**src/rtl/sef_pkg.sv**
```systemverilog
// Shared types, constants and the kernel function of the Sobel edge filter.
`timescale 1ns / 1ps

package sef_pkg;

    // Default line store depth (pixels per row).
    localparam int MAX_WIDTH_DEF = 512;

    // Register field widths and reset values
    localparam int WIDTH_W      = 10;
    localparam int ROW_W        = 13;
    localparam int CFG_DATA_W   = 13;
    localparam int CFG_INDEX_W  = 2;
    localparam int WIDTH_RESET  = 512;
    localparam int HEIGHT_RESET = 512;
    localparam int HEIGHT_LIMIT = 4096;

    // Offset added to the kernel sum.
    localparam int EDGE_OFFSET = 128;

    // Result queue; depth must be a power of two so pointers wrap naturally.
    localparam int FIFO_DEPTH = 8;
    localparam int FIFO_PTR_W = $clog2(FIFO_DEPTH);
    localparam int FIFO_CNT_W = $clog2(FIFO_DEPTH + 1);

    // Configuration register indexes
    typedef enum logic [CFG_INDEX_W-1:0] {
        CFG_DIRECTION = 2'd0,
        CFG_WIDTH     = 2'd1,
        CFG_HEIGHT    = 2'd2
    } sef_cfg_index_t;

    // Input transaction kinds
    typedef enum logic {
        ACT_PIXEL = 1'b0,
        ACT_FLUSH = 1'b1
    } sef_action_t;

    // Gradient direction codes
    localparam logic DIR_HORIZONTAL = 1'b0;
    localparam logic DIR_VERTICAL   = 1'b1;

    typedef struct packed {
        sef_action_t action;
        logic [7:0]  pixel;
    } sef_in_t;

    typedef struct packed {
        logic [7:0] edge_value;
        logic       last_in_run;
        logic       frame_end;
    } sef_out_t;

    // Write-back request for the entry read in the previous cycle.
    typedef struct packed {
        logic       newer_en;
        logic       older_en;
        logic [7:0] pix;
    } sef_wr_ctl_t;

    // Per-transaction control carried from acceptance to the window stage.
    typedef struct packed {
        logic       wr_newer;
        logic       wr_older;
        logic       load;
        logic       second_row;
        logic       flush;
        logic       col0;
        logic       emit_a;
        logic       emit_b;
        logic       frame_end;
        logic       dir;
        logic [7:0] pix;
    } sef_col_ctl_t;

    // Up to two results pushed into the queue in one cycle.
    typedef struct packed {
        logic     push_a;
        logic     push_b;
        sef_out_t res_a;
        sef_out_t res_b;
    } sef_push_t;

    // 3x3 window, indexed [row][column].
    typedef logic [2:0][2:0][7:0] sef_window_t;

    // Kernel sum plus offset, saturated to 0..255.
    function automatic logic [7:0] sef_edge(input sef_window_t w, input logic dir);
        logic [9:0]         pos;
        logic [9:0]         neg;
        logic signed [11:0] s;
        if (dir == DIR_HORIZONTAL) begin
            pos = {2'b00, w[0][2]} + {1'b0, w[1][2], 1'b0} + {2'b00, w[2][2]};
            neg = {2'b00, w[0][0]} + {1'b0, w[1][0], 1'b0} + {2'b00, w[2][0]};
        end else begin
            pos = {2'b00, w[2][0]} + {1'b0, w[2][1], 1'b0} + {2'b00, w[2][2]};
            neg = {2'b00, w[0][0]} + {1'b0, w[0][1], 1'b0} + {2'b00, w[0][2]};
        end
        s = $signed({2'b00, pos}) - $signed({2'b00, neg}) + 12'(EDGE_OFFSET);
        if (s < 12'sd0) begin
            return 8'd0;
        end else if (s > 12'sd255) begin
            return 8'd255;
        end else begin
            return s[7:0];
        end
    endfunction

endpackage

```
**src/rtl/sef_result_fifo.sv**
```systemverilog
// Result queue taking up to two results per cycle and giving one while m_ready is high.
`timescale 1ns / 1ps

module sef_result_fifo (
    input  logic                               aclk,
    input  logic                               aresetn,
    input  sef_pkg::sef_push_t                 push,
    input  logic                               m_ready,
    output logic                               m_valid,
    output sef_pkg::sef_out_t                  m_data,
    output logic [sef_pkg::FIFO_CNT_W-1:0]     count
);

    localparam int PTR_W = sef_pkg::FIFO_PTR_W;
    localparam int CNT_W = sef_pkg::FIFO_CNT_W;

    sef_pkg::sef_out_t entry_reg [sef_pkg::FIFO_DEPTH];
    logic [PTR_W-1:0]  wr_ptr_reg;
    logic [PTR_W-1:0]  wr_ptr_next;
    logic [PTR_W-1:0]  rd_ptr_reg;
    logic [PTR_W-1:0]  rd_ptr_next;
    logic [CNT_W-1:0]  count_reg;
    logic [CNT_W-1:0]  count_next;
    logic [1:0]        n_push;
    logic [PTR_W-1:0]  b_ptr;
    logic              pop;

    assign pop    = m_valid && m_ready;
    assign n_push = {1'b0, push.push_a} + {1'b0, push.push_b};
    assign b_ptr  = push.push_a ? wr_ptr_reg + PTR_W'(1) : wr_ptr_reg;

    // Advance pointers and occupancy
    always_comb begin
        wr_ptr_next = wr_ptr_reg + PTR_W'(n_push);
        rd_ptr_next = rd_ptr_reg + PTR_W'(pop);
        count_next  = count_reg + CNT_W'(n_push) - CNT_W'(pop);
    end

    always_ff @(posedge aclk) begin
        if (!aresetn) begin
            wr_ptr_reg <= '0;
            rd_ptr_reg <= '0;
            count_reg  <= '0;
        end else begin
            wr_ptr_reg <= wr_ptr_next;
            rd_ptr_reg <= rd_ptr_next;
            count_reg  <= count_next;
        end
    end

    // Store the results in arrival order
    always_ff @(posedge aclk) begin
        if (push.push_a) begin
            entry_reg[wr_ptr_reg] <= push.res_a;
        end
        if (push.push_b) begin
            entry_reg[b_ptr] <= push.res_b;
        end
    end

    assign m_valid = (count_reg != '0);
    assign m_data  = entry_reg[rd_ptr_reg];
    assign count   = count_reg;

endmodule

```
**config.mk**
```make
export PLATFORM = sky130hd
export DESIGN_NAME = sef_result_fifo
export DESIGN_NICKNAME = d
export VERILOG_FILES = /design/src/rtl/sef_pkg.sv /design/src/rtl/sef_result_fifo.sv
export SDC_FILE = /design/constraint.sdc
export NUM_CORES = 1
export LEC_CHECK = 0
export BUFFER_PORTS_ARGS = -buffer_cell sky130_fd_sc_hd__buf_4
export CAP_MARGIN = 10
export CORE_UTILIZATION = 39
export CTS_CLUSTER_DIAMETER = 30
export CTS_CLUSTER_SIZE = 16
export DETAILED_ROUTE_END_ITERATION = 10
export PLACE_DENSITY = 0.64
export SYNTH_ARGS = -nofsm -noshare
export SYNTH_HDL_FRONTEND = slang
export SYNTH_SLANG_ARGS = --single-unit
```
**constraint.sdc**
```tcl
create_clock -name aclk -period 2.7 [get_ports aclk]
set_clock_uncertainty 0.2 [all_clocks]
set_input_delay 0.135 -clock aclk [delete_from_list [all_inputs] [get_ports aclk]]
set_output_delay 0.135 -clock aclk [all_outputs]
set_load 0.01 [all_outputs]
```
==> results of run 1 <==
[critical path, stage by stage, from the launching register on]
cell,delay [ns]
dfxtp_1,0.33
ha_1,0.24
a21boi_1,0.52
o221ai_1,0.28
buf_4,0.23
o21ai_1,0.14
buf_4,0.19
[how the worst min path moves through the flow]
| stage | end | start | cells after the start | slack, ns |
|---|---|---|---|---|
| floorplan | count[0] | aresetn | 1 | 0.06 |
| global placement | count[0] | aresetn | 2 | 0.21 |
| detailed placement | count[1] | aresetn | 2 | 0.21 |
| CTS | wr_ptr_reg[0] | push[20] | 4 | 0.15 |
| global route | wr_ptr_reg[0] | push[20] | 4 | 0.19 |
| finish | wr_ptr_reg[0] | push[20] | 4 | 0.15 |
[per-stage QoR]
step           total power [mW]  cells  cell area [um^2]
5_1_grt                   4.792    627              6246
6_report                  4.574    627              6246
3_3_place_gp              3.296    589              5732
4_1_cts                   4.598    627              6246
2_1_floorplan             2.787    377              5104
3_5_place_dp              3.338    589              5732
[logic make-up after synthesis]
logic type | count (synthesis)
buffers and inverters | 44
adders and majority gates | 11
xor gates and xnor gates | 6
muxes | 73
DFF | 90
AOI/OAI and AO/OA | 99
and+or+nand+nor | 54
[cell usage after synthesis (2+ instances only)]
master / number
a2111oi_4: 2
a21oi_1: 2
and2_1: 5
and3_1: 2
and3b_1: 2
buf_2: 7
buf_6: 2
clkbuf_1: 24
dfxtp_1: 10
edfxtp_1: 80
fa_1: 2
ha_1: 9
inv_1: 10
mux2_1: 18
mux2_2: 24
mux2_4: 9
mux2i_1: 2
mux4_2: 20
nand2_1: 6
nand2b_1: 3
nand3_1: 21
nand3b_1: 2
nor2_1: 3
nor3b_1: 2
o211ai_1: 60
o21a_1: 2
o21ai_0: 23
o21bai_1: 2
o221ai_1: 2
o22ai_1: 4
or3_1: 3
xnor2_1: 5
[area by class of cell]
class / count / share of cell area, %
Timing Repair Buffer: 96 / 12.62
Clock buffer: 9 / 3.606
Sequential cell: 90 / 41.67
Multi-Input combinational cell: 243 / 36.96
Tap cell: 172 / 3.446
Inverter: 10 / 0.6010
Clock inverter: 7 / 1.102
[power breakdown]
group | switching, mW | internal, mW | leakage (nW) | total [mW]
Combinational | 0.800 | 0.746 | 1.18 | 1.55
Clock | 0.531 | 0.714 | 0.133 | 1.24
Sequential | 0.0642 | 1.72 | 0.812 | 1.78
[metal layers]
metal / wire [um] / part of all wire, % / GRT usage, % / vias up
met5: 0 / 0 / 0 / -
met4: 493 / 3.6 / 12.74 / 0
met3: 995 / 7.4 / 4.203 / 39
met2: 6609 / 49 / 35.23 / 182
met1: 5423 / 40 / 26.68 / 1823
li1: - / - / - / 1663
==> impl_metrics.ini, run 1 <==
[drt]
drc = 0
postRouteAntennaNets = 0
drt-initial-drc-count = 269
wirelength_mm = 13.52
drtPass1Iterations = 5
vias_per_cell = 5.912
via_count = 3707
routed_wire_length_per_instance_um = 21.56

[yosys]
synth_adder_area_share_pct = 2.991
synth.top_cell.area_share_pct = 47.07
synth_compound_area_share_pct = 14.07
synth-async-reset-ratio_pct = 0
synth.yosys.warnings = 0
post_synth_inst_count = 377
number_of_flops_mapped_to_enable_cells_by_yosys = 80
yosys-top-cells-area = edfxtp_1, mux4_2, o211ai_1
post_synth_mux_area_share_pct = 21.13
dominant_combinational_cell_family_by_area_after_synthesis = multiplexers
net_count_of_the_mapped_netlist = 413
synth-main-ff-cell = edfxtp_1
synth_sequential_area_ratio_pct = 50.99
ys_types = 41
synth_area_um2 = 5104
synth_xor_xnor_area_share_pct = 1.030
synth_top_area_cell = edfxtp_1
synthSimpleGateAreaFrac_pct = 6.006
synth-seq-cells = 90
average_cell_area_after_synthesis_um2 = 13.54

[layout]
area.sequential_um2 = 2603
most-common-layout-cells = edfxtp_1, buf_4, o211ai_1
layout.cells.most_common = edfxtp_1
final_net_count = 486
post_route_core_utilization_pct = 49.29
syn2layout_area_growth_pct = 22.38
antenna_cells = 0
share_of_final_layout_standard_cells_stronger_than_drive_strength_1_pct = 31.87
flip_flop_count_of_the_largest_register_after_layout = 80
multiInputGateArea_um2 = 2308
fill_cells = 1099

[sta]
fin_worst_hold_slack_ns = 0.1462
timing.final.setup_violations = 0
final.period_utilization_pct = 88.92
final.setup.tns_ns = 0
finalWorstSetupSlack_ns = 0.2991
max_freq_mhz = 416.5
worst_pin_slew_ns = 0.7519
final_hold_viol_count = 0
rsz0062_at_grt = no
final-max-slew-violation-count = 0
timing.slew.headroom_pct = 49.80
period_needed_ns = 2.401

[setup_path]
arrival_ns = 2.26
worstRegToRegCells = 6
rr_endpoint = entry_reg[6][7]
worst-endpoint-required_ns = 2.56
worstSetupPathType = flop to flop
critical_path.max_fanout = 7
start_kind = flop
cp-endpoint = entry_reg[6][7]
regToRegStartpoint = wr_ptr_reg[1]
worst-r2r-setup-slack_ns = 0.30
worst_setup_path_end_kind = flop
crit_path_start = wr_ptr_reg[1]

[clock_network]
cts_hold_buffers = 22
cts_resized = 0
ctsLongestPathBuffers = 2
cts.sinks = 90
htree_levels = 3
count_of_buffers_added_by_post_cts_timing_repair_for_setup = 0
cts_made_buffers = 9
tritoncts = done
clk_root_buffer_cell = clkbuf_16
clk_transition_reported_paths_ns = 0.06
clk_latency_ns = 0.34

[placed_design]
routability_cong = 0.8549
dp_hpwl_mm = 9.148
placement.setup.worst_slack_ns = 0.3235
port_buffer_count = 39

[min_path]
timing.hold.worst.class = primary input to flop

[grt]
antenna_found_initial = 0
grt_use_total_pct = 21.58
grt_max_degree = 25
grt_pass1_wl_mm = 21.05
grt.overflow.total = 0
grt_pass1_vias = 3878

[run]
max-cap-violations = 0

[floorplanning]
chipHeight_um = 116.4
die_x_um = 116.4
design.core.area_um2 = 12670
top_level_ports = 40
initial_utilization_pct = 40.28
die_area_um2 = 13550
rows = 41

[pwr]
power.density_nw_per_um2 = 732.3
leakage_power_figure_nw = 2.126
irDropWorstVdd_uv = 327.9

[outcome]
result_of_the_run = completed
(Power assumes the default switching activity.)
==> run 2, diff against run 1 <==
==> constraint.sdc (replaced) <==
create_clock -name aclk -period 3.1 [get_ports aclk]
set_clock_uncertainty 0.2 [all_clocks]
set_input_delay 0.155 -clock aclk [delete_from_list [all_inputs] [get_ports aclk]]
set_output_delay 0.155 -clock aclk [all_outputs]
set_load 0.01 [all_outputs]
==> run 2 against run 1 <==
Register-to-register slack worse by 0.08 ns. Non-clock buffer count is 3 higher. Global-route usage fell by 0.15 points. Worst hold slack better by 0.080 ns. Cell area increased by 0.84%. Die area stayed put. Combinational power shrank 14%. Sequential power fell by 12%. Flip-flop and latch count unchanged. First-iteration DRC count up 25%. Sequential share of layout area is 0.31 points lower. Critical path type unchanged. Largest cell class unchanged. Largest power group unchanged. Highest routed layer unchanged.
==> impl_metrics.ini, run 2 (same netlist as run 1, synthesis figures left out) <==
[drt]
maxUsedRoutingLayer = met4
drtPass1Iterations = 5
via_count = 3745
met3_wirelength_mm = 1.061
wirelength_mm = 13.35
vias_per_cell = 5.944
wl_met2_mm = 6.501
routed_wire_length_per_instance_um = 21.19
postRouteAntennaNets = 0
wl_met1_mm = 5.272
drc = 0
drt-initial-drc-count = 335

[placed_design]
placedCellCount = 582
dp_hpwl_mm = 8.617
port_buffer_count = 39
routability_cong = 0.7673
placed_area_um2 = 5667

[layout]
stdcell_count = 630
share_of_final_layout_standard_cells_stronger_than_drive_strength_1_pct = 31.00
flip_flop_count_of_the_largest_register_after_layout = 80
area.sequential_um2 = 2605
antenna_cells = 0
post-route-cell-area_um2 = 6299
fill_cells = 1087
most-common-layout-cells = edfxtp_1, buf_4, o211ai_1
layout.cells.most_common = edfxtp_1
multiInputGateArea_um2 = 2312
syn2layout_area_growth_pct = 23.41
final_net_count = 489

[sta]
final_hold_viol_count = 0
final.setup.tns_ns = 0
timing.slew.headroom_pct = 25.70
worst_pin_slew_ns = 1.112
timing.final.setup_violations = 0
rsz0062_at_grt = no
final-max-slew-violation-count = 0
final.period_utilization_pct = 93.08
fin_worst_hold_slack_ns = 0.2260
max_freq_mhz = 346.6
period_needed_ns = 2.885

[clock_network]
ctsLongestPathBuffers = 2
cts_made_buffers = 9
clk_root_buffer_cell = clkbuf_16
cts.sinks = 90
htree_levels = 3
tritoncts = done
clk_latency_ns = 0.34
clk_transition_reported_paths_ns = 0.06

[floorplanning]
top_level_ports = 40
initial_utilization_pct = 40.28
rows = 41
chipHeight_um = 116.4
design.core.area_um2 = 12670
die_x_um = 116.4
die_area_um2 = 13550

[grt]
grt_pass1_wl_mm = 20.82
grt.overflow.total = 0
grt_max_degree = 27
grt_use_total_pct = 21.43
antenna_found_initial = 0
grt_pass1_vias = 3853

[run]
max-cap-violations = 0

[setup_path]
worstRegToRegCells = 6
crit_path_cell_trace = ha_1 -> and3b_1 -> a2111oi_4 -> buf_4 -> mux2_4 -> dlygate4sd3_1
rr_endpoint = entry_reg[2][5]
worst_setup_path_end_kind = flop
crit_path_top_delay_cell = dlygate4sd3_1
worst-endpoint-required_ns = 2.99
worstSetupPathType = flop to flop
arrival_ns = 2.77
start_kind = flop
critical_path.max_fanout = 14
crit_path_max_incr_delay_ns = 0.56
regToRegStartpoint = wr_ptr_reg[0]
worst-r2r-setup-slack_ns = 0.21

[pwr]
irDropWorstVdd_uv = 274.2
leakage_power_figure_nw = 2.152
power.density_nw_per_um2 = 639.9

[min_path]
worst_hold_path_cell_count = 3
worst_hold_path.endpoint = entry_reg[7][0]
timing.hold.worst.class = primary input to flop
worstHoldStart = push[20]

[outcome]
result_of_the_run = completed
[run 2: per-stage QoR]
stage	setup WS (ns)	util (%)	power, mW
after floorplan	0.6237	-	2.428
after global placement	0.3457	44.72	2.838
after detailed placement	0.2563	44.72	2.877
after CTS	0.01966	49.54	4.050
after global routing	0.07618	49.71	4.227
final	0.2146	49.71	4.030
[run 2: worst max-delay path by stage]
stage / slack (ns) / start / cells after the start / end
floorplan: 0.62 / wr_ptr_reg[0] / 5 / entry_reg[1][0]
global placement: 0.35 / wr_ptr_reg[0] / 4 / entry_reg[0][7]
detailed placement: 0.26 / wr_ptr_reg[1] / 4 / entry_reg[0][4]
CTS: 0.02 / wr_ptr_reg[1] / 6 / entry_reg[2][5]
global route: 0.08 / wr_ptr_reg[1] / 6 / entry_reg[2][5]
finish: 0.21 / wr_ptr_reg[0] / 6 / entry_reg[2][5]
[run 2: final cells by class]
cell class              instances  area share, %
well taps                     172          3.417
clock buffers                  10          3.635
clock inverters                 6          1.291
inverters                      10         0.5959
repair buffers                 99          12.99
flip-flops and latches         90          41.36
multi-input cells             243          36.71
[run 2: worst max-delay path, delay by kind of cell, from the launching register on]
family / cells / cell delay [ns]
fa+ha+maj: 1 / 0.29
buf+inv: 2 / 0.86
mux: 1 / 0.31
flops: 1 / 0.38
compound gates: 1 / 0.32
simple gates: 1 / 0.27
[run 2: routing by layer]
layer	track usage [%]	vias up
met5	0	-
met4	12.56	0
li1	-	1677
met2	35.11	175
met1	26.12	1851
met3	4.567	42
[run 2: report_power, final]
part	switching (mW)	internal [mW]
sequential	0.0621	1.50
clock	0.441	0.701
combinational	0.688	0.639
total	1.19	2.84
[run 2: what timing repair did]
action | 4_1_cts | 5_1_grt
endpoints found under the hold margin | 50 | 0
setup buffers | 0 | 2
endpoints found under the setup margin | 0 | 8
resized for setup | 0 | 3
hold buffers | 30 | 0
