===== src/rtl/sef_pkg.sv =====
// Shared types, constants and the kernel function of the Sobel edge filter.
`timescale 1ns / 1ps

package sef_pkg;

    // Default line store depth (pixels per row).
    localparam int MAX_WIDTH_DEF = 512;

    // Register field widths and reset values
    localparam int WIDTH_W      = 10;
    localparam int ROW_W        = 13;
    localparam int CFG_DATA_W   = 13;
    localparam int CFG_INDEX_W  = 2;
    localparam int WIDTH_RESET  = 512;
    localparam int HEIGHT_RESET = 512;
    localparam int HEIGHT_LIMIT = 4096;

    // Offset added to the kernel sum.
    localparam int EDGE_OFFSET = 128;

    // Result queue; depth must be a power of two so pointers wrap naturally.
    localparam int FIFO_DEPTH = 8;
    localparam int FIFO_PTR_W = $clog2(FIFO_DEPTH);
    localparam int FIFO_CNT_W = $clog2(FIFO_DEPTH + 1);

    // Configuration register indexes
    typedef enum logic [CFG_INDEX_W-1:0] {
        CFG_DIRECTION = 2'd0,
        CFG_WIDTH     = 2'd1,
        CFG_HEIGHT    = 2'd2
    } sef_cfg_index_t;

    // Input transaction kinds
    typedef enum logic {
        ACT_PIXEL = 1'b0,
        ACT_FLUSH = 1'b1
    } sef_action_t;

    // Gradient direction codes
    localparam logic DIR_HORIZONTAL = 1'b0;
    localparam logic DIR_VERTICAL   = 1'b1;

    typedef struct packed {
        sef_action_t action;
        logic [7:0]  pixel;
    } sef_in_t;

    typedef struct packed {
        logic [7:0] edge_value;
        logic       last_in_run;
        logic       frame_end;
    } sef_out_t;

    // Write-back request for the entry read in the previous cycle.
    typedef struct packed {
        logic       newer_en;
        logic       older_en;
        logic [7:0] pix;
    } sef_wr_ctl_t;

    // Per-transaction control carried from acceptance to the window stage.
    typedef struct packed {
        logic       wr_newer;
        logic       wr_older;
        logic       load;
        logic       second_row;
        logic       flush;
        logic       col0;
        logic       emit_a;
        logic       emit_b;
        logic       frame_end;
        logic       dir;
        logic [7:0] pix;
    } sef_col_ctl_t;

    // Up to two results pushed into the queue in one cycle.
    typedef struct packed {
        logic     push_a;
        logic     push_b;
        sef_out_t res_a;
        sef_out_t res_b;
    } sef_push_t;

    // 3x3 window, indexed [row][column].
    typedef logic [2:0][2:0][7:0] sef_window_t;

    // Kernel sum plus offset, saturated to 0..255.
    function automatic logic [7:0] sef_edge(input sef_window_t w, input logic dir);
        logic [9:0]         pos;
        logic [9:0]         neg;
        logic signed [11:0] s;
        if (dir == DIR_HORIZONTAL) begin
            pos = {2'b00, w[0][2]} + {1'b0, w[1][2], 1'b0} + {2'b00, w[2][2]};
            neg = {2'b00, w[0][0]} + {1'b0, w[1][0], 1'b0} + {2'b00, w[2][0]};
        end else begin
            pos = {2'b00, w[2][0]} + {1'b0, w[2][1], 1'b0} + {2'b00, w[2][2]};
            neg = {2'b00, w[0][0]} + {1'b0, w[0][1], 1'b0} + {2'b00, w[0][2]};
        end
        s = $signed({2'b00, pos}) - $signed({2'b00, neg}) + 12'(EDGE_OFFSET);
        if (s < 12'sd0) begin
            return 8'd0;
        end else if (s > 12'sd255) begin
            return 8'd255;
        end else begin
            return s[7:0];
        end
    endfunction

endpackage


===== src/rtl/sef_window.sv =====
// 3x3 window register and the kernel stage that forms up to two results.
`timescale 1ns / 1ps

module sef_window (
    input  logic                  aclk,
    input  logic                  aresetn,
    input  sef_pkg::sef_col_ctl_t ctl,
    input  logic [7:0]            newer_rd,
    input  logic [7:0]            older_rd,
    output sef_pkg::sef_push_t    push
);

    typedef struct packed {
        logic emit_a;
        logic emit_b;
        logic frame_end;
        logic dir;
    } sef_stage_t;

    sef_pkg::sef_window_t window_reg;
    sef_pkg::sef_window_t window_next;
    sef_pkg::sef_window_t shifted;
    sef_stage_t           stage_reg;
    sef_stage_t           stage_next;
    logic [2:0][7:0]      column;

    // Build the new right column with top and bottom replication
    always_comb begin
        column[1] = newer_rd;
        column[0] = ctl.second_row ? newer_rd : older_rd;
        column[2] = ctl.flush ? newer_rd : ctl.pix;
    end

    // Shift the window left, or fill it entirely at the first column
    always_comb begin
        window_next = window_reg;
        stage_next  = '0;
        if (ctl.load) begin
            for (int r = 0; r < 3; r++) begin
                if (ctl.col0) begin
                    window_next[r][0] = column[r];
                    window_next[r][1] = column[r];
                end else begin
                    window_next[r][0] = window_reg[r][1];
                    window_next[r][1] = window_reg[r][2];
                end
                window_next[r][2] = column[r];
            end
            stage_next.emit_a    = ctl.emit_a;
            stage_next.emit_b    = ctl.emit_b;
            stage_next.frame_end = ctl.frame_end;
            stage_next.dir       = ctl.dir;
        end
    end

    always_ff @(posedge aclk) begin
        if (!aresetn) begin
            window_reg <= '0;
            stage_reg  <= '0;
        end else begin
            window_reg <= window_next;
            stage_reg  <= stage_next;
        end
    end

    // Right replication for the extra result at the end of a row
    always_comb begin
        for (int r = 0; r < 3; r++) begin
            shifted[r][0] = window_reg[r][1];
            shifted[r][1] = window_reg[r][2];
            shifted[r][2] = window_reg[r][2];
        end
    end

    // Form the results
    always_comb begin
        push.push_a            = stage_reg.emit_a;
        push.push_b            = stage_reg.emit_b;
        push.res_a.edge_value  = sef_pkg::sef_edge(window_reg, stage_reg.dir);
        push.res_a.last_in_run = !stage_reg.emit_b;
        push.res_a.frame_end   = 1'b0;
        push.res_b.edge_value  = sef_pkg::sef_edge(shifted, stage_reg.dir);
        push.res_b.last_in_run = 1'b1;
        push.res_b.frame_end   = stage_reg.frame_end;
    end

endmodule


===== config.mk =====
export PLATFORM = sky130hd
export DESIGN_NAME = sef_window
export DESIGN_NICKNAME = d
export VERILOG_FILES = /design/src/rtl/sef_pkg.sv /design/src/rtl/sef_window.sv
export SDC_FILE = /design/constraint.sdc
export NUM_CORES = 1
export LEC_CHECK = 0
export ABC_AREA = 1
export BUFFER_PORTS_ARGS = -buffer_cell sky130_fd_sc_hd__buf_2
export CORE_MARGIN = 10
export CORE_UTILIZATION = 57
export DETAILED_ROUTE_END_ITERATION = 16
export GPL_TIMING_DRIVEN = 0
export PLACE_DENSITY = 0.78
export SYNTH_ARGS = -nofsm -noshare
export SYNTH_HDL_FRONTEND = slang
export SYNTH_SLANG_ARGS = --single-unit

===== constraint.sdc =====
create_clock -name aclk -period 4.3 [get_ports aclk]
set_clock_uncertainty 0.1 [all_clocks]
set_input_delay 0.43 -clock aclk [delete_from_list [all_inputs] [get_ports aclk]]
set_output_delay 0.43 -clock aclk [all_outputs]
set_load 0.01 [all_outputs]

==> results.sh, run 1 <==
export IMPL_status="finished, violations left"
export IMPL_violations="setup timing"
export IMPL_syn_num_nets=1366
export IMPL_path_buf_inv=6
export IMPL_clkSinkCount=76
export IMPL_wl_per_cell_um=17.27
export IMPL_critPathMaxStageDelay_ns=0.54
export IMPL_grt_pass1_vias=8141
export IMPL_numCtsBuffers=9
export IMPL_synth_top_area_share_pct=18.32
export IMPL_largest_reg_flops=48
export IMPL_worst_slack_ns=-0.6683
export IMPL_critPathSlowestCell="fa_1"
export IMPL_yosysSeqAreaShare_pct=18.32
export IMPL_fmax_mhz=201.3
export IMPL_power_density_nw_per_um2=515.2
export IMPL_vias=8359
export IMPL_grt_pass1_wl_um=39720
export IMPL_final_core_util_pct=68.90
export IMPL_syn_area_um2=8307
export IMPL_comb_power_share_pct=68.6
export IMPL_coreArea_um2=14420
export IMPL_hold_slack_ns=0.2001
export IMPL_cp_start_kind="flop"
export IMPL_overflow=0
export IMPL_r2r_start="shifted[8]"
export IMPL_nets=1453
export IMPL_hold_viol_final=0
export IMPL_port_buffers=51
export IMPL_cts_max_path_buffers=2
export IMPL_fin_crit_ns=4.968
export IMPL_synthArstFlopShare_pct=0
export IMPL_die_w_um=140.7
export IMPL_die_area_um2=19800
export IMPL_synth_flop_cell="dfxtp_1"
export IMPL_critPathLaunch="shifted[8]"
export IMPL_grt_max_degree=13
export IMPL_stdcell_count=1462
export IMPL_first_iter_violations=790
export IMPL_ys_warn_count=0
export IMPL_hpwlAfterDp_um=20100
export IMPL_drv_slew=0
export IMPL_vdd_drop_max_mv=0.3721
export IMPL_start_util_pct=57.59
export IMPL_antenna_cells=0
export IMPL_synth_cell_types=44
export IMPL_io_pins=58
export IMPL_crit_path_end_kind="output pin"
export IMPL_netSwitchingFraction_pct=47.05
export IMPL_root_buffer="clkbuf_16"
export IMPL_hp_class="primary input to flop"
export IMPL_drive_gt1_share_pct=21.52
export IMPL_ant_nets=0
export IMPL_yosys_register_bits=76
export IMPL_maxCapViolCount=0
export IMPL_internal_power_mw=2.712
export IMPL_stdcell_area_um2=9938
export IMPL_yosys_area_top_type="dfxtp_1"
export IMPL_worst_slew_pin_slew_ns=0.7427
export IMPL_power_leakage_nw=5.062
export IMPL_relSlewSlack_pct=50.48
export IMPL_avgSynthCellArea_um2=6.998
export IMPL_clock_insertion_delay_worst_skew_ns=0.34
export IMPL_antenna_found_initial=0
export IMPL_grt_total_usage_pct=24.59
export IMPL_synth_cells=1187
export IMPL_clkPwrFrac_pct=15.3
export IMPL_p_sw_mw=2.409
export IMPL_cp_data_required_time_ns=3.77
export IMPL_synth_edf_count=0
export IMPL_drc=0
export IMPL_gp_congestion=0.9205
export IMPL_fillers=1227
export IMPL_cp_arrival_ns=4.44
export IMPL_crit_path_frequent_cell="nand2_1"
export IMPL_wl_um=25240
export IMPL_critPathKind="flop to output pin"
export IMPL_final_setup_viol_count=16
export IMPL_crit_family="adder cells"
export IMPL_area_delta_synth_final_pct=19.64
export IMPL_fp_dieH_um=140.7
export IMPL_placed_area_um2=8838
export IMPL_rsz0062_at_grt="yes"
export IMPL_cts_tree="yes"
export IMPL_hold_path_startpoint="ctl[10]"
export IMPL_fin_crit_sh_pct=115.5
export IMPL_critPathMaxFanout=8
export IMPL_dp_cells=1422
export IMPL_clk_pin_slew_ns=0.06
export IMPL_htree_levels=3
export IMPL_hold_buffers=0
export IMPL_seqPwrFrac_pct=16.1
export IMPL_rows=44
export IMPL_firstDrtPassIters=6
export IMPL_drt_vias_per_instance=5.718
export IMPL_synthTopCellsByArea="dfxtp_1, fa_1, ha_1"
## kinds of logic after synthesis
| kind of cell | share of synthesized area (%) |
|---|---|
| and+or+nand+nor | 19.58 |
| DFF | 18.32 |
| buffers and inverters | 12.38 |
| other | 0.09041 |
| AOI/OAI and AO/OA | 18.65 |
| xor gates and xnor gates | 1.792 |
| adders and majority gates | 26.78 |
| muxes | 2.410 |
## layer usage
| layer | wire (um) | vias to the layer above | track usage, % |
|---|---|---|---|
| met5 | 0 | - | 0 |
| met4 | 697 | 0 | 8.043 |
| met2 | 12290 | 391 | 43.67 |
| met3 | 2013 | 55 | 3.695 |
| met1 | 10240 | 3877 | 29.61 |
| li1 | - | 4036 | - |
## synthesized netlist by cell type, types with 2 or more instances
cell type	count
nand3b_1	4
nand2_2	7
a221oi_1	16
a2bb2oi_1	2
nor3_1	6
or2_2	5
nand2_4	2
fa_1	58
a21oi_1	133
o21ai_1	11
buf_4	5
mux2_2	16
buf_1	2
o21ai_0	98
a21boi_0	3
xor2_1	12
nand3_1	45
a31oi_1	6
ha_1	85
xnor2_1	5
mux2i_1	2
dfxtp_1	76
inv_1	221
o311ai_0	3
clkbuf_1	36
nor2_1	76
a22oi_1	2
conb_1	2
nand2_1	210
o211ai_1	2
nand4_1	18
o221ai_1	2
inv_2	4
nor2_4	2
## cells in the final DEF (no fill, tap or decap), types with 6 or more instances in the layout
master,n
a21oi_1,118
a21oi_2,14
a221oi_1,16
buf_2,43
buf_4,29
buf_6,9
clkbuf_1,36
clkbuf_16,9
dfxtp_1,56
dfxtp_2,7
dfxtp_4,13
fa_1,49
fa_2,9
ha_1,65
ha_2,7
ha_4,13
inv_1,201
inv_2,19
mux2_2,16
nand2_1,188
nand2_2,26
nand3_1,30
nand3_2,15
nand4_1,18
nor2_1,69
nor2_2,8
nor3_1,6
o21ai_0,87
o21ai_1,18
xor2_1,12
## power groups by stage
| stage | Combinational, mW | Sequential [mW] | Clock [mW] |
|---|---|---|---|
| global placement | 2.76 | 0.837 | 0 |
| global route | 3.93 | 0.829 | 0.808 |
| CTS | 3.14 | 0.822 | 0.782 |
| floorplan | 2.14 | 0.814 | 0 |
| finish | 3.51 | 0.824 | 0.783 |
| detailed placement | 2.82 | 0.838 | 0 |
## final timing paths
path	endpoint	slack, ns	cells after the start
max	push[2]	-0.67	29
min	push[20]	0.20	3
max reg2reg	shifted[8]	3.19	6
min reg2reg	shifted[34]	0.42	2
## timing repair
| item | in CTS | in global routing |
|---|---|---|
| endpoints found under the setup margin | 16 | 16 |
| setup buffers | 14 | 11 |
| pin swaps | 58 | 64 |
| hold endpoints to repair | 0 | 0 |
| resized for setup | 109 | 66 |
## metrics by stage
step	setup TNS, ns	worst slack, ns	power [mW]
3_3_place_gp	-9.824	-0.6572	3.592
4_1_cts	-8.825	-0.5812	4.742
5_1_grt	-13.98	-0.9285	5.572
3_5_place_dp	-10.35	-0.6848	3.662
2_1_floorplan	0	0.006568	2.951
6_report	-9.768	-0.6683	5.120
## final cells by class
cell class,instances,area (um^2),share of cell area (%)
clock inverter,3,45.04,0.4532
tap,184,230.2,2.317
sequential,76,1579,15.89
inverter,226,860.8,8.662
clock buffer,12,266.5,2.682
timing repair buffer,76,496.7,4.998
buffer,43,180.2,1.813
multi-input combinational,842,6280,63.19
## tightest hold or removal path, cell delays in order
cell	delay (ns)
buf_2	0.09
inv_1	0.04
nor2_1	0.03
No activity file was read; power rests on OpenSTA's default activity.
==> run 2: changes to the inputs <==
--- a/config.mk
+++ b/config.mk
@@ -5,7 +5,6 @@
 export SDC_FILE = /design/constraint.sdc
 export NUM_CORES = 1
 export LEC_CHECK = 0
-export ABC_AREA = 1
 export BUFFER_PORTS_ARGS = -buffer_cell sky130_fd_sc_hd__buf_2
 export CORE_MARGIN = 10
 export CORE_UTILIZATION = 57
==> run 2 against run 1 <==
Net effect:
- the run still ends with setup timing left
- routed wire length rose by 7.0%
- global-route usage increased by 0.65 points
- sequential share of layout area is 0.78 points lower
- design area is 5.0% higher
- die area is 1.5% higher
- combinational power rose by 36%
- register-to-register slack lost 0.25 ns
- total power up 25%
==> results.sh, run 2 <==
export IMPL_status="finished, violations left"
export IMPL_violations="setup timing"
export IMPL_overflow=0
export IMPL_firstDrtPassIters=5
export IMPL_largest_reg_flops=48
export IMPL_tns_ns=-22.28
export IMPL_power_mw=6.391
export IMPL_clkSinkCount=76
export IMPL_nets=1290
export IMPL_rsz0062_at_grt="yes"
export IMPL_final_setup_viol_count=16
export IMPL_drv_slew=0
export IMPL_avgSynthCellArea_um2=8.452
export IMPL_die_area_um2=20100
export IMPL_synth_top_area_share_pct=18.00
export IMPL_cp_start_kind="flop"
export IMPL_hp_class="primary input to flop"
export IMPL_vdd_drop_max_mv=1.458
export IMPL_ant_nets=0
export IMPL_syn_area_um2=8452
export IMPL_hold_buffers=0
export IMPL_htree_levels=3
export IMPL_ys_warn_count=0
export IMPL_cp_data_required_time_ns=3.77
export IMPL_crit_path_end_kind="output pin"
export IMPL_synth_cell_types=64
export IMPL_met3_usage_pct=2.770
export IMPL_maxCapViolCount=0
export IMPL_vias=8081
export IMPL_drt_vias_per_instance=6.216
export IMPL_yosys_area_top_type="dfxtp_1"
export IMPL_yosysMostFrequentCell="inv_1"
export IMPL_critPathLaunch="window_reg[50]"
export IMPL_die_w_um=141.8
export IMPL_coreArea_um2=14530
export IMPL_numCtsBuffers=9
export IMPL_fin_crit_sh_pct=136.7
export IMPL_stdcell_count=1300
export IMPL_clock_insertion_delay_worst_skew_ns=0.34
export IMPL_grt_pass1_vias=7789
export IMPL_antenna_found_initial=0
export IMPL_synth_cells=1000
export IMPL_synthTopCellsByArea="dfxtp_1, fa_1, ha_1"
export IMPL_critPathMaxFanout=3
export IMPL_hpwlAfterDp_um=19230
export IMPL_relSlewSlack_pct=42.50
export IMPL_dp_cells=1232
export IMPL_top_usage_layer="met2"
export IMPL_yosys_top_cells_count="inv_1, ha_1, dfxtp_1"
export IMPL_grt_use_met1_pct=32.07
export IMPL_mostFrequentLayoutCells="inv_1, ha_1, nand2_1, o21ai_0, dfxtp_1"
export IMPL_power_density_nw_per_um2=612.4
export IMPL_grt_total_usage_pct=25.24
export IMPL_fin_crit_ns=5.877
export IMPL_final_common_cell="inv_1"
export IMPL_syn_num_nets=1179
export IMPL_grt_pass1_wl_um=40920
export IMPL_power_leakage_nw=4.940
export IMPL_rows=44
export IMPL_grt_max_degree=13
export IMPL_stdcell_area_um2=10440
export IMPL_drc=0
export IMPL_io_pins=58
export IMPL_use_met2_pct=42.90
export IMPL_antenna_cells=0
export IMPL_synth_flop_cell="dfxtp_1"
export IMPL_critPathKind="flop to output pin"
export IMPL_area_delta_synth_final_pct=23.48
export IMPL_cts_tree="yes"
export IMPL_start_util_pct=58.15
export IMPL_first_iter_violations=935
export IMPL_cts_max_path_buffers=2
export IMPL_r2r_start="shifted[9]"
export IMPL_fp_dieH_um=141.8
export IMPL_worst_slack_ns=-1.577
export IMPL_placed_area_um2=9191
export IMPL_wl_per_cell_um=20.79
export IMPL_root_buffer="clkbuf_16"
export IMPL_port_buffers=48
export IMPL_clk_pin_slew_ns=0.06
export IMPL_cp_arrival_ns=5.35
export IMPL_hold_viol_final=0
export IMPL_drive_gt1_share_pct=25.09
export IMPL_hold_path_startpoint="ctl[9]"
export IMPL_synth_edf_count=0
export IMPL_yosys_register_bits=76
export IMPL_wl_um=27020
export IMPL_yosysSeqAreaShare_pct=18.00
export IMPL_fmax_mhz=170.2
export IMPL_worst_slew_pin_slew_ns=0.8625
export IMPL_synthArstFlopShare_pct=0
export IMPL_gp_congestion=0.9219
run 2: through the flow:
stage / worst slack, ns / hold slack, ns / util [%]
after floorplan: -0.7895 / 0.3752 / -
after global placement: -1.342 / 0.3964 / 63.24
after detailed placement: -1.434 / 0.4133 / 63.24
after CTS: -1.514 / 0.2330 / 69.56
after global routing: -1.754 / 0.2538 / 71.81
final: -1.577 / 0.2297 / 71.81
run 2: power by group:
group,internal [mW],switching [mW]
combinational,2.17,2.59
clock,0.521,0.291
sequential,0.752,0.0687
run 2: area by class of cell:
type,instances,area [um^2]
Multi-Input combinational cell,768,6967
Fill cell,1080,4098
Clock inverter,5,75.07
Clock buffer,11,242.7
Tap cell,184,230.2
Inverter,107,409.1
Timing Repair Buffer,103,719.4
Buffer,46,216.5
Sequential cell,76,1577
run 2: path summary, 6_finish.rpt:
path,depth (start not counted),slack (ns),to
max reg2reg,6,2.94,shifted[1]
min,2,0.23,push[0]
min reg2reg,2,0.43,window_reg[0]
max,20,-1.58,push[15]
run 2: kinds of logic after synthesis:
family / after synthesis / share of synthesized area [%]
AOI/OAI and AO/OA: 284 / 22.56
and+or+nand+nor: 237 / 14.37
buffers and inverters: 156 / 7.150
adders and majority gates: 143 / 26.32
DFF: 76 / 18.00
muxes: 55 / 6.632
xor gates and xnor gates: 47 / 4.871
other: 2 / 0.08886
run 2: worst max-delay path: stages, from the launching register on:
cell     delay [ns]
dfxtp_4        0.36
fa_1           0.60
ha_1           0.25
a21o_1         0.21
a21oi_2        0.18
nor2b_1        0.07
o21a_1         0.22
o41ai_2        0.38
xnor2_1        0.19
mux2i_2        0.14
ha_4           0.33
inv_2          0.04
or4_4          0.52
nor3_4         0.13
nor3b_2        0.07
buf_4          0.13
buf_4          0.13
nor2_1         0.32
mux2_4         0.35
o221a_1        0.26
buf_2          0.14
run 2: repair_timing:
item | in CTS | in global routing
buffers inserted | 35 | 23
gates resized for setup | 78 | 54
pin swaps | 44 | 62
setup endpoints to repair | 16 | 16
run 2: layer usage:
layer	wire length [um]	up-vias
li1	-	3705
met1	11190	3948
met2	13350	344
met3	1391	84
met4	1091	0
met5	0	-
==> run 3: changes to the inputs <==
--- a/config.mk
+++ b/config.mk
@@ -6,10 +6,11 @@
 export NUM_CORES = 1
 export LEC_CHECK = 0
 export BUFFER_PORTS_ARGS = -buffer_cell sky130_fd_sc_hd__buf_2
+export CAP_MARGIN = 20
 export CORE_MARGIN = 10
 export CORE_UTILIZATION = 57
 export DETAILED_ROUTE_END_ITERATION = 16
-export GPL_TIMING_DRIVEN = 0
+export GPL_TIMING_DRIVEN = 1
 export PLACE_DENSITY = 0.78
 export SYNTH_ARGS = -nofsm -noshare
 export SYNTH_HDL_FRONTEND = slang
==> run 3 against run 2 <==
Net effect:
- die area stayed put
- routed wire length down 4.2%
- highest routed layer unchanged
- via count rose by 2.7%
- the run still ends with setup timing left
- worst hold slack got worse by 0.019 ns
- largest cell class unchanged
==> results.sh, run 3 (synthesis results as in run 2) <==
export IMPL_final_setup_viol_count=16
export IMPL_fillers=897
export IMPL_critPathLaunch="window_reg[1]"
export IMPL_final_common_cell="buf_4"
export IMPL_wl_met1_um=10010
export IMPL_port_buffers=53
export IMPL_critPathMaxFanout=3
export IMPL_r2r_cells=4
export IMPL_hold_viol_final=0
export IMPL_start_util_pct=58.15
export IMPL_crit_path_end_kind="output pin"
export IMPL_area_delta_synth_final_pct=34.18
export IMPL_firstDrtPassIters=5
export IMPL_drt_vias_per_instance=5.810
export IMPL_cp_start_kind="flop"
export IMPL_numCtsBuffers=9
export IMPL_vias=8296
export IMPL_wl_um=25900
export IMPL_r2r_start="shifted[49]"
export IMPL_clkSinkCount=76
export IMPL_grt_total_usage_pct=25.50
export IMPL_rows=44
export IMPL_grt_pass1_wl_um=41760
export IMPL_overflow=0
export IMPL_io_pins=58
export IMPL_status="finished, violations left"
export IMPL_nets=1418
export IMPL_first_iter_violations=499
export IMPL_root_buffer="clkbuf_16"
export IMPL_antenna_found_initial=0
export IMPL_fp_dieH_um=141.8
export IMPL_clk_pin_slew_ns=0.06
export IMPL_fmax_mhz=179.8
export IMPL_fin_crit_sh_pct=129.3
export IMPL_hold_slack_ns=0.2106
export IMPL_grt_max_degree=100
export IMPL_power_density_nw_per_um2=590.7
export IMPL_power_leakage_nw=5.665
export IMPL_die_w_um=141.8
export IMPL_drive_gt1_share_pct=33.76
export IMPL_worst_slew_pin_slew_ns=0.9816
export IMPL_clock_insertion_delay_worst_skew_ns=0.35
export IMPL_cp_data_required_time_ns=3.77
export IMPL_wl_per_cell_um=18.13
export IMPL_hpwlAfterDp_um=19590
export IMPL_post_place_ws_ns=-1.023
export IMPL_largest_reg_flops=48
export IMPL_ant_nets=0
export IMPL_drc=0
export IMPL_cts_max_path_buffers=2
export IMPL_setup_worst_path_end="push[15]"
export IMPL_relSlewSlack_pct=34.56
export IMPL_critPathKind="flop to output pin"
export IMPL_cp_arrival_ns=5.03
export IMPL_fin_crit_ns=5.561
export IMPL_drv_slew=0
export IMPL_die_area_um2=20100
export IMPL_power_mw=6.699
export IMPL_top_layer_used="met4"
export IMPL_ff2ff_setup_slack_ns=3.04
export IMPL_vdd_drop_max_mv=0.5117
export IMPL_gp_congestion=0.9271
export IMPL_hp_class="primary input to flop"
export IMPL_mostFrequentLayoutCells="buf_4, inv_1, ha_1, nand2_1, dfxtp_1"
export IMPL_violations="setup timing"
export IMPL_coreArea_um2=14530
export IMPL_final_core_util_pct=78.03
export IMPL_wl_met3_um=1184
export IMPL_grt_pass1_vias=8532
export IMPL_maxCapViolCount=0
export IMPL_rsz0062_at_grt="yes"
export IMPL_antenna_cells=0
export IMPL_worst_slack_ns=-1.261
export IMPL_r2r_end="window_reg[49]"
export IMPL_htree_levels=3
export IMPL_cts_tree="yes"
export IMPL_dr_wl_met2_um=13190
run 3: critical path: stages (launching register included):
cell,delay (ns)
dfxtp_1,0.31
inv_1,0.08
fa_1,0.54
inv_1,0.04
ha_1,0.22
a21o_1,0.22
a21oi_2,0.18
nor2b_1,0.08
o21a_1,0.21
o41ai_2,0.26
xnor2_1,0.17
mux2i_1,0.13
ha_4,0.29
inv_2,0.03
or4_4,0.47
nor3_2,0.13
nor3b_2,0.07
inv_1,0.06
ha_2,0.16
or3b_4,0.38
mux2_4,0.28
o221a_1,0.23
buf_2,0.13
run 3: worst min path at each step:
stage	startpoint	to	slack, ns	depth (start not counted)
after detailed placement	window_reg[50]	window_reg[50]	0.41	2
after global placement	window_reg[50]	window_reg[50]	0.40	2
final	ctl[10]	push[20]	0.21	2
after CTS	ctl[11]	push[21]	0.20	2
after floorplan	window_reg[48]	window_reg[48]	0.38	2
after global routing	ctl[11]	push[21]	0.21	2
run 3: power by group:
group	switching, mW	leakage, nW	total (mW)	internal (mW)
logic	2.55	4.88	5.06	2.51
clock network	0.330	0.152	0.842	0.511
registers	0.0488	0.634	0.802	0.753
run 3: final cells by class:
cell class	instances	area, um^2	area share, %
timing repair buffer	277	2002	17.65
sequential	76	1549	13.66
inverter	107	406.6	3.586
multi-input combinational	768	6830	60.23
clock inverter	7	97.59	0.8605
clock buffer	9	225.2	1.986
tap	184	230.2	2.030
run 3: repair_timing:
item / in CTS / in global routing
hold buffers: 0 / 0
endpoints found under the hold margin: 0 / 0
gates resized for setup: 24 / 54
buffers inserted: 7 / 2
pin swaps: 26 / 27
setup endpoints to repair: 16 / 16
run 3: per-stage QoR:
| step | setup TNS (ns) | cells | instance area [um^2] |
|---|---|---|---|
| after floorplan | -8.087 | 1000 | 8721 |
| after global placement | -11.53 | 1403 | 10640 |
| after detailed placement | -13.07 | 1403 | 10640 |
| after CTS | -18.15 | 1426 | 11110 |
| after global routing | -21.24 | 1428 | 11340 |
| final | -18.07 | 1428 | 11340 |
run 3: metal layers:
layer / global-route usage, % / vias up
li1: - / 3961
met1: 28.62 / 3975
met2: 44.88 / 255
met3: 3.772 / 105
met4: 14.79 / 0
met5: 0 / -
